## src/hw/rtl/atcc_pkg.sv

```systemverilog
// Package with the shared constants and register indexes of the averaged temperature control.
`default_nettype none

package atcc_pkg;

  // The sample window depth must be a power of two; the mean is a right shift.
  localparam int WINDOW_DEPTH = 8;
  localparam int SLOT_W       = $clog2(WINDOW_DEPTH);

  // Field widths.
  localparam int RAW_W  = 12;
  localparam int TEMP_W = 13;
  localparam int HUM_W  = 10;
  localparam int BAND_W = 10;
  localparam int ACC_W  = TEMP_W + SLOT_W;
  localparam int CMP_W  = TEMP_W + 3;

  // Configuration port.
  localparam int CFG_IDX_W  = 3;
  localparam int CFG_DATA_W = TEMP_W;

  localparam logic [RAW_W-1:0] ADC_OFFSET = RAW_W'(252);

  // Register indexes.
  localparam logic [CFG_IDX_W-1:0] REG_TEMP_TARGET = 3'd0;
  localparam logic [CFG_IDX_W-1:0] REG_HUM_TARGET  = 3'd1;
  localparam logic [CFG_IDX_W-1:0] REG_BAND        = 3'd2;
  localparam logic [CFG_IDX_W-1:0] REG_MODE_BAND   = 3'd3;
  localparam logic [CFG_IDX_W-1:0] REG_HEAT_EN     = 3'd4;
  localparam logic [CFG_IDX_W-1:0] REG_AIR_EN      = 3'd5;

  // Register reset values.
  localparam logic [BAND_W-1:0] BAND_RESET      = BAND_W'(10);
  localparam logic [BAND_W-1:0] MODE_BAND_RESET = BAND_W'(20);

  typedef logic signed [CMP_W-1:0] cmp_t;

endpackage

`default_nettype wire

```

## src/hw/rtl/averaged_temperature_climate_control_unit.sv

```systemverilog
// Top level of the averaged temperature climate control: window average and hysteresis control.
// An accepted beat is summed over the whole window by one shared adder, one entry at a time,
// then the decide state loads the average and control states into the output register.
// A new beat is taken only when idle; in_stall stays high through the sweep and the decision,
// and the decision waits while a stalled result still holds the output register.
// Reset (rst_n, synchronous, active low) clears the window, slot, control states and registers.
`default_nettype none

module averaged_temperature_climate_control_unit
  import atcc_pkg::*;
(
  input  wire logic                  clk,
  input  wire logic                  rst_n,
  // Configuration port.
  input  wire logic                  cfg_we,
  input  wire logic [CFG_IDX_W-1:0]  cfg_index,
  input  wire logic [CFG_DATA_W-1:0] cfg_data,
  // Input channel.
  input  wire logic                  in_valid,
  output logic                       in_stall,
  input  wire logic [RAW_W-1:0]      in_raw_temperature_sample,
  input  wire logic [HUM_W-1:0]      in_humidity_level,
  // Result channel.
  output logic                       out_valid,
  input  wire logic                  out_stall,
  output logic [TEMP_W-1:0]          out_average_temperature,
  output logic                       out_pump_running,
  output logic                       out_heating_mode,
  output logic                       out_drying_air,
  output logic                       out_moistening_air
);

  // Sequencer state codes.
  localparam logic [1:0] ST_IDLE   = 2'd0;
  localparam logic [1:0] ST_SUM    = 2'd1;
  localparam logic [1:0] ST_DECIDE = 2'd2;

  // Configuration registers.
  logic [TEMP_W-1:0] temp_target_r;
  logic [HUM_W-1:0]  hum_target_r;
  logic [BAND_W-1:0] band_r;
  logic [BAND_W-1:0] mode_band_r;
  logic              heat_en_r;
  logic              air_en_r;

  // Datapath and control state.
  logic [1:0]        state_r, state_nxt;
  logic [TEMP_W-1:0] window_r [WINDOW_DEPTH];
  logic [SLOT_W-1:0] slot_r, slot_nxt;
  logic [SLOT_W-1:0] idx_r;
  logic [ACC_W-1:0]  acc_r;
  logic [HUM_W-1:0]  hum_r;
  logic              pump_r, pump_nxt;
  logic              heat_r, heat_nxt;
  logic              dry_r, dry_nxt;
  logic              wet_r, wet_nxt;

  // Output register.
  logic              out_valid_r;
  logic [TEMP_W-1:0] out_avg_r;
  logic              out_pump_r, out_heat_r, out_dry_r, out_wet_r;

  logic              in_accept;
  logic              out_take;
  logic              finish;
  logic [TEMP_W-1:0] scaled;
  logic [RAW_W-1:0]  raw_less;
  logic [TEMP_W-1:0] avg;
  cmp_t              t_s, sp_s, h_s, h2_s, hum_s, hsp_s;

  assign in_stall  = (state_r != ST_IDLE);
  assign in_accept = in_valid && !in_stall;
  assign out_take  = out_valid_r && !out_stall;
  assign finish    = (state_r == ST_DECIDE) && (!out_valid_r || !out_stall);

  // Offset removal held at zero, then doubled.
  assign raw_less = in_raw_temperature_sample - ADC_OFFSET;
  assign scaled   = (in_raw_temperature_sample > ADC_OFFSET) ? {raw_less, 1'b0} : '0;

  // Advance the ring slot, wrapping at the window depth.
  assign slot_nxt = (slot_r == SLOT_W'(WINDOW_DEPTH - 1)) ? '0 : slot_r + 1'b1;

  // Mean of a power-of-two window is the upper bits of the sum.
  assign avg = acc_r[SLOT_W +: TEMP_W];

  // Signed operands for the setpoint comparisons.
  assign t_s   = cmp_t'({1'b0, avg});
  assign sp_s  = cmp_t'({1'b0, temp_target_r});
  assign h_s   = cmp_t'({1'b0, band_r});
  assign h2_s  = cmp_t'({1'b0, mode_band_r});
  assign hum_s = cmp_t'({1'b0, hum_r});
  assign hsp_s = cmp_t'({1'b0, hum_target_r});

  // Heat/cool hysteresis machine.
  always_comb begin
    pump_nxt = pump_r;
    heat_nxt = heat_r;
    if (heat_en_r) begin
      if (heat_r) begin
        if (pump_r) begin
          if (t_s > sp_s + h_s) pump_nxt = 1'b0;
        end else if (t_s < sp_s - h_s) begin
          pump_nxt = 1'b1;
        end else if (t_s > sp_s + h2_s) begin
          heat_nxt = 1'b0;
          pump_nxt = 1'b1;
        end
      end else begin
        if (pump_r) begin
          if (t_s < sp_s - h_s) pump_nxt = 1'b0;
        end else if (t_s > sp_s + h_s) begin
          pump_nxt = 1'b1;
        end else if (t_s < sp_s - h2_s) begin
          heat_nxt = 1'b1;
          pump_nxt = 1'b1;
        end
      end
    end
  end

  // Dry/wet air toggle.
  always_comb begin
    dry_nxt = dry_r;
    wet_nxt = wet_r;
    if (air_en_r) begin
      if (dry_r) begin
        if (hum_s < hsp_s - h_s) begin
          dry_nxt = 1'b0;
          wet_nxt = 1'b1;
        end
      end else if (hum_s > hsp_s + h_s) begin
        dry_nxt = 1'b1;
        wet_nxt = 1'b0;
      end
    end
  end

  // Sequencer next state.
  always_comb begin
    state_nxt = state_r;
    unique case (state_r)
      ST_IDLE: begin
        if (in_accept) state_nxt = ST_SUM;
      end
      ST_SUM: begin
        if (idx_r == SLOT_W'(WINDOW_DEPTH - 1)) state_nxt = ST_DECIDE;
      end
      ST_DECIDE: begin
        if (finish) state_nxt = ST_IDLE;
      end
      default: state_nxt = ST_IDLE;
    endcase
  end

  // Configuration writes; indexes beyond the list are ignored.
  always_ff @(posedge clk) begin
    if (!rst_n) begin
      temp_target_r <= '0;
      hum_target_r  <= '0;
      band_r        <= BAND_RESET;
      mode_band_r   <= MODE_BAND_RESET;
      heat_en_r     <= 1'b0;
      air_en_r      <= 1'b0;
    end else if (cfg_we) begin
      unique case (cfg_index)
        REG_TEMP_TARGET: temp_target_r <= cfg_data;
        REG_HUM_TARGET:  hum_target_r  <= cfg_data[HUM_W-1:0];
        REG_BAND:        band_r        <= cfg_data[BAND_W-1:0];
        REG_MODE_BAND:   mode_band_r   <= cfg_data[BAND_W-1:0];
        REG_HEAT_EN:     heat_en_r     <= cfg_data[0];
        REG_AIR_EN:      air_en_r      <= cfg_data[0];
        default: ;
      endcase
    end
  end

  // Sequencer, ring write and control states.
  always_ff @(posedge clk) begin
    if (!rst_n) begin
      state_r <= ST_IDLE;
      slot_r  <= '0;
      idx_r   <= '0;
      pump_r  <= 1'b0;
      heat_r  <= 1'b0;
      dry_r   <= 1'b0;
      wet_r   <= 1'b0;
      for (int k = 0; k < WINDOW_DEPTH; k++) begin
        window_r[k] <= '0;
      end
    end else begin
      state_r <= state_nxt;
      if (in_accept) begin
        slot_r           <= slot_nxt;
        window_r[slot_nxt] <= scaled;
        idx_r            <= '0;
      end else if (state_r == ST_SUM) begin
        idx_r <= idx_r + 1'b1;
      end
      if (finish) begin
        pump_r <= pump_nxt;
        heat_r <= heat_nxt;
        dry_r  <= dry_nxt;
        wet_r  <= wet_nxt;
      end
    end
  end

  // Shared adder sweeps the window one entry per cycle.
  always_ff @(posedge clk) begin
    if (in_accept) begin
      acc_r <= '0;
      hum_r <= in_humidity_level;
    end else if (state_r == ST_SUM) begin
      acc_r <= acc_r + ACC_W'(window_r[idx_r]);
    end
  end

  // Output register holds a finished beat until it is taken.
  always_ff @(posedge clk) begin
    if (!rst_n) begin
      out_valid_r <= 1'b0;
    end else if (finish) begin
      out_valid_r <= 1'b1;
    end else if (out_take) begin
      out_valid_r <= 1'b0;
    end
  end

  always_ff @(posedge clk) begin
    if (finish) begin
      out_avg_r  <= avg;
      out_pump_r <= pump_nxt;
      out_heat_r <= heat_nxt;
      out_dry_r  <= dry_nxt;
      out_wet_r  <= wet_nxt;
    end
  end

  assign out_valid               = out_valid_r;
  assign out_average_temperature = out_avg_r;
  assign out_pump_running        = out_pump_r;
  assign out_heating_mode        = out_heat_r;
  assign out_drying_air          = out_dry_r;
  assign out_moistening_air      = out_wet_r;

endmodule

`default_nettype wire
```

## config.mk

```make
export PLATFORM = sky130hd
export DESIGN_NAME = averaged_temperature_climate_control_unit
export DESIGN_NICKNAME = d
export VERILOG_FILES = /design/src/hw/rtl/atcc_pkg.sv /design/src/hw/rtl/averaged_temperature_climate_control_unit.sv
export SDC_FILE = /design/constraint.sdc
export NUM_CORES = 1
export LEC_CHECK = 0
export ABC_AREA = 1
export BUFFER_PORTS_ARGS = -buffer_cell sky130_fd_sc_hd__clkbuf_2
export CORE_AREA = 3 3 139 168
export CTS_BUF_LIST = sky130_fd_sc_hd__clkbuf_4 sky130_fd_sc_hd__clkbuf_8
export DETAILED_ROUTE_END_ITERATION = 8
export DIE_AREA = 0 0 142 171
export GPL_ROUTABILITY_DRIVEN = 0
export PLACE_DENSITY = 0.78
export SLEW_MARGIN = 0
export SYNTH_ARGS = -nofsm -noshare
export SYNTH_HDL_FRONTEND = slang
export SYNTH_SLANG_ARGS = --single-unit
```

## constraint.sdc

```tcl
create_clock -name clk -period 8.1 [get_ports clk]
set_input_delay 0.405 -clock clk [delete_from_list [all_inputs] [get_ports clk]]
set_output_delay 0.405 -clock clk [all_outputs]
set_load 0.01 [all_outputs]
```

# Word-level counts from Yosys, hierarchy flattened
# Memories as Yosys holds them, arrays and structs flattened. A register that Yosys moved wholly into a read port is not among the register bits.
# Cells that the tools add are included.
op_classes:
  n_reduce_logical: 20
  n_addsub: 10
  shift: 0
  magnitude_cmp: 7
  n_mux: 42
  bitwise: 1
  multipliers: 0
  eq_ne: 12
  n_div: 0
ops:
  columns: ["operator", "n"]
  rows:
  - ["2-to-1 mux 1 bit", 32]
  - ["adder 13 x 10 -> 14 bit", 2]
  - ["greater-than comparator 13 x 14 -> 1 bit", 2]
  - ["< comparator 14 bit", 2]
  - ["subtractor 13 x 10 -> 14 bit", 2]
  - ["2-to-1 mux 13 bit", 2]
  - ["adder 16 x 13 -> 16 bit", 1]
  - ["OR reduction 13 bit", 1]
  - ["== test 3 bit (second input constant)", 4]
  - ["greater-than comparator 12 x 8 -> 1 bit (second input constant)", 1]
  - ["2-to-1 mux 3 bit", 4]
  - ["AND reduction 2 bit", 6]
  - ["subtractor 12 x 8 -> 12 bit (second input constant)", 1]
  - ["adder 10 x 10 -> 11 bit", 1]
  - ["greater-than comparator 10 x 11 -> 1 bit", 1]
  - ["< comparator 11 bit", 1]
  - ["subtractor 10 x 10 -> 11 bit", 1]
  - ["adder 3 x 1 -> 3 bit (second input constant)", 2]
  - ["== test 3 x 2 -> 1 bit (second input constant)", 2]
  - ["2-to-1 mux 2 bit", 3]
  - ["!= test 2 bit (second input constant)", 3]
  - ["one-hot mux 2 bit (3 select lines)", 1]
  - ["nonzero test 2 bit", 2]
  - ["== test 3 x 1 -> 1 bit (second input constant)", 1]
  - ["other kinds (10)", 14]
totals:
  latchBits: 0
  n_memories: 1
  mem_bits_rw: 104
  reg_bits: 101
  mem_bits_ro: 0
  word_cells: 114
  inputBits: 43
mem_list:
  columns: ["name", "depth", "word_bits", "read_ports", "rd_ports_with_merged_regs", "write_ports", "line_no", "source"]
  rows:
  - ["window_r", 8, 13, 1, 1, 8, "averaged_temperature_climate_control_unit.sv:48", "logic [TEMP_W-1:0] window_r [WINDOW_DEPTH];"]

# Logic depth before layout (Yosys ltp)
logic_depth:
  ltp_word: 8
  ltp_mapped: 29
  mapped_depth_nobuf: 28

# Least setup slack after synthesis
# OpenSTA, ideal clock, no wires.
synth_timing:
  kind: "register to register"
  startpoint: "register band_r[0]"
  endpoint: "register out_pump_r, in the netlist out_pump_running, data pin"
  slack_ns: 4.961
  setup_ns: 0.251
  arrival_ns: 2.888
  path_buffers: 0
  t_required_ns: 7.849
  stages_incl_launch_ff: 22
  synth_period_minus_slack_ns: 3.139
  cell_sequence: "dfxtp_1 > ha_1 > fa_1 > a31oi_1 > o21ai_1 > nand2_1 > nand2_1 > a21oi_1 > nor2_1 > xor2_1 > ha_1 > nand2_1 > nor3_1 > nand4_1 > nand2_1 > nor2_2 > nand2_1 > nand3_1 > nand2_1 > nand3_1 > nand2_1 > inv_1"
synth_between:
  elab_chain_len: 6
  word_cells_on_any_way: 12
synth_lines:
  columns: ["element", "line_no", "source"]
  rows:
  - ["start, declared", "averaged_temperature_climate_control_unit.sv:41", "logic [BAND_W-1:0] band_r;"]
  - ["start signal, assigned", "averaged_temperature_climate_control_unit.sv:168", "REG_BAND: band_r <= cfg_data[BAND_W-1:0];"]
  - ["adder 13 x 10 -> 14 bit / subtractor 13 x 10 -> 14 bit (equally long branches)", null, null]
  - ["greater-than comparator 13 x 14 -> 1 bit / < comparator 14 bit (equally long branches)", null, null]
  - ["2-to-1 mux 1 bit (on tied branches)", null, null]
  - ["2-to-1 mux 1 bit (on tied branches)", "averaged_temperature_climate_control_unit.sv:109, averaged_temperature_climate_control_unit.sv:100", null]
  - ["2-to-1 mux 1 bit (*)", "averaged_temperature_climate_control_unit.sv:99", "if (heat_r) begin"]
  - ["2-to-1 mux 1 bit (*)", "averaged_temperature_climate_control_unit.sv:98", "if (heat_en_r) begin"]
  - ["via pump_nxt", "averaged_temperature_climate_control_unit.sv:53", "logic pump_r, pump_nxt;"]
  - ["end signal, assigned", "averaged_temperature_climate_control_unit.sv:232", "out_pump_r <= pump_nxt;"]
  - ["end, declared", "averaged_temperature_climate_control_unit.sv:61", "logic out_pump_r, out_heat_r, out_dry_r, out_wet_r;"]
# Mark *: on every way through the listed nets, which the timed path passes. The rest lies on a longest branch.
# A chain may end at the register's enable or synchronous reset.

# Final worst setup path
layout_timing:
  startpoint: "register band_r[1]"
  endpoint: "register out_pump_r, in the netlist out_pump_running, data pin"
# Same word-level chain as after synthesis.

==> summary.md <==
| Metric | Value |
|---|---|
| Hold crit path type | in -> reg |
| Dpl cell area | 0.01352 mm^2 |
| Core ar. | 0.02178 mm^2 |
| Tcrit/Tclk final | 46.90% |
| Die height | 171 um |
| Post_cts resized | 0 |
| Htree depth | 4 |
| Worst path arrival time | 4.04 ns |
| Final WL | 31.59 mm |
| Syn Inst Count | 1586 |
| Static leakage | 0.006571 uW |
| Hold Fails Final Rpt | 0 |
| Critical Path End Type | flip-flop |
| Die Wd | 142 um |
| Via count | 10790 |
| Largest net degree at the start of global routing | 56 |
| Setup violations, final | 0 |
| Port Buffers | 61 |
| Cell Count, Final, Fillers Out | 1899 |
| CTS tree | yes |
| Post-synth ARST share | 0% |
| CP max FO | 6 |
| DIE AREA | 0.02428 mm^2 |
| Unrepaired setup endpoints after global routing | no |
| DP HPWL | 23.95 mm |
| Maxcap violations | 0 |
| Peak VDD IR | 0.1210 mV |
| Hold buffers post-CTS | 0 |
| Worst slack, placed | 4.335 ns |
| Final Max Slew Viols | 0 |
| Clk slew on worst S/H paths | 0.11 ns |
| Pre-antenna DRT Iters | 6 |
| # DRC | 0 |
| Global-route wire length before repair | 51.43 mm |
| Mean Syn Cell Area | 8.264 um^2 |
| Yosys cell types | 51 |
| Worst-skew pair later-pin latency | 0.48 ns |
| Min Tclk post-route | 3.799 ns |
| Remaining global-route overflow | 0 |
| Starting Density | 60.18% |
| Cell area power density | 167.9 mW/mm^2 |
| Crit start category | flip-flop |
| CTS Root Buffer Type | clkbuf_8 |
| CTS Buffer Depth | 2 |
| Number of flops mapped to enable cells by yosys | 123 |
| Worst clock skew | 0.01248 ns |
| Setup WS post-layout | 4.301 ns |
| Finished Cell Area | 0.01389 mm^2 |
| Synthesized cell area | 0.01311 mm^2 |
| Final ANT Viol Nets | 0 |
| P&R area growth vs syn | 5.976% |
| Crit path kind | reg -> reg |
| Share of cells above drive strength 1 | 7.938% |
| Mean routed wirelength per cell | 16.64 um |
| Total GRT Usage | 26.25% |
| Initial antenna violation count | 0 |
| CP required | 8.34 ns |
| Worst slew pin tran | 1.001 ns |
| Row count | 59 |
| Net count, final | 1810 |
| TritonCTS Buffers | 17 |
| Max transition margin | 33.17% |
| Post-synth net total | 1784 |
| Max Fclk | 0.2632 GHz |
| DP Cell Count | 1867 |
| Synth top area share | 28.18% |
| Status | finished, final reports clean |
| Commonest non-fill, non-tap cell in the layout | nor2_1 |
| Number of diodes | 0 |
| Register bit total from synthesis | 199 |
| Clock Sinks | 199 |
| Post-CTS Setup Inserts | 0 |
| Yosys warnings | 0 |
| Vias per cell | 5.682 |
| Setup TNS | 0 ns |
| Most frequent cells in the layout | 301 x nor2_1, 206 x nand2_1, 166 x inv_1 |
| Seq/Total Area, Yosys | 39.79% |
| Post-synth top area cell | edfxtp_1 |
| Largest cells by area after synthesis | edfxtp_1 28%, ha_1 14%, dfxtp_1 12%, nor2_1 8.6%, nand2_1 5.9% |
| Top-level port count | 62 |
| Vias in the first global route | 10470 |
| Overall power | 2332 uW |
| DRT iter0 DRCs | 1118 |
| Synth Flop Type | edfxtp_1 |
## routing by layer
metal	GRT usage [%]	vias up	wire, um
met5	0	-	0
met4	10.43	0	1252
met3	3.271	86	1568
met2	46.68	366	15710
met1	32.28	4971	13060
li1	-	5367	-
## worst max-delay path, cell delays in order (launching register included)
cell	delay, ns
dfxtp_1	0.55
inv_1	0.21
ha_1	0.36
nor2_1	0.16
nand3_1	0.09
nand3_1	0.17
nand2_1	0.07
nand2_1	0.09
nand2_1	0.06
nand2_1	0.10
a21oi_1	0.09
nor2_1	0.11
xor2_1	0.08
ha_1	0.29
nand2_1	0.08
nor3_1	0.29
nand4_1	0.16
nand2_1	0.13
nor2_2	0.05
nand2_1	0.07
nand3_1	0.08
nand2_1	0.08
nand3_1	0.07
nand2_1	0.09
inv_1	0.05
## worst paths after layout
kind                                     from                          end  slack (ns)  depth (start not counted)
setup / recovery       band_r[1]$_SDFFE_PN1P_   out_pump_running$_DFFE_PP_        4.30                         24
hold / removal           in_humidity_level[2]           hum_r[2]$_DFFE_PP_        0.09                          1
setup reg to reg       band_r[1]$_SDFFE_PN1P_   out_pump_running$_DFFE_PP_        4.30                         24
hold reg to reg   mode_band_r[9]$_SDFFE_PN0P_  mode_band_r[9]$_SDFFE_PN0P_        0.49                          2
## kinds of logic after synthesis
| group | after synthesis | synth area share (%) |
|---|---|---|
| flip-flops | 199 | 39.79 |
| adder cells (fa/ha/maj) | 155 | 15.20 |
| AO/OA/AOI/OAI | 323 | 13.92 |
| AND/OR/NAND/NOR | 607 | 19.40 |
| XOR/XNOR | 71 | 4.745 |
| buffers and inverters | 231 | 6.950 |
## cell type report
type	instances	area, um^2
Clock inverter	15	136.4
Tap cell	274	342.8
Fill cell	1861	7888
Inverter	174	653.1
Timing Repair Buffer	64	327.8
Multi-Input combinational cell	1156	6980
Clock buffer	17	234.0
Sequential cell	199	5215
## synth_stat cells (7+ instances only)
cell type,n
dfxtp_1,76
nand3_1,44
o21ai_0,130
nand2_2,9
inv_2,7
o21bai_1,16
edfxtp_1,123
nand2_1,206
a31oi_1,19
a21oi_1,105
xor2_1,65
nor2_1,301
buf_2,14
o21ai_1,8
o22ai_1,14
fa_1,7
nand4_1,13
inv_1,166
nor3_1,10
ha_1,148
clkbuf_1,37
## registers in the layout, summed over array words and instances (netlist names), 2 cells and up, named ones only
signal                   flops
window_r                    96
acc_r                       15
out_average_temperature     13
temp_target_r               13
band_r                      10
hum_r                       10
hum_target_r                10
mode_band_r                 10
idx_r                        3
slot_r                       3
state_r                      2
## per-stage QoR
stage	hold slack, ns	util [%]
finish	0.09275	63.78
global route	0.07946	63.78
CTS	0.07125	63.78
detailed placement	0.4785	62.08
global placement	0.4657	62.08
floorplan	0.4506	-
## where the power goes
part / switching, uW / internal, uW
Clock: 395 / 226
Combinational: 336 / 198
Sequential: 53.1 / 1120
Total: 784 / 1550
Power figures use the tool's default switching activity.
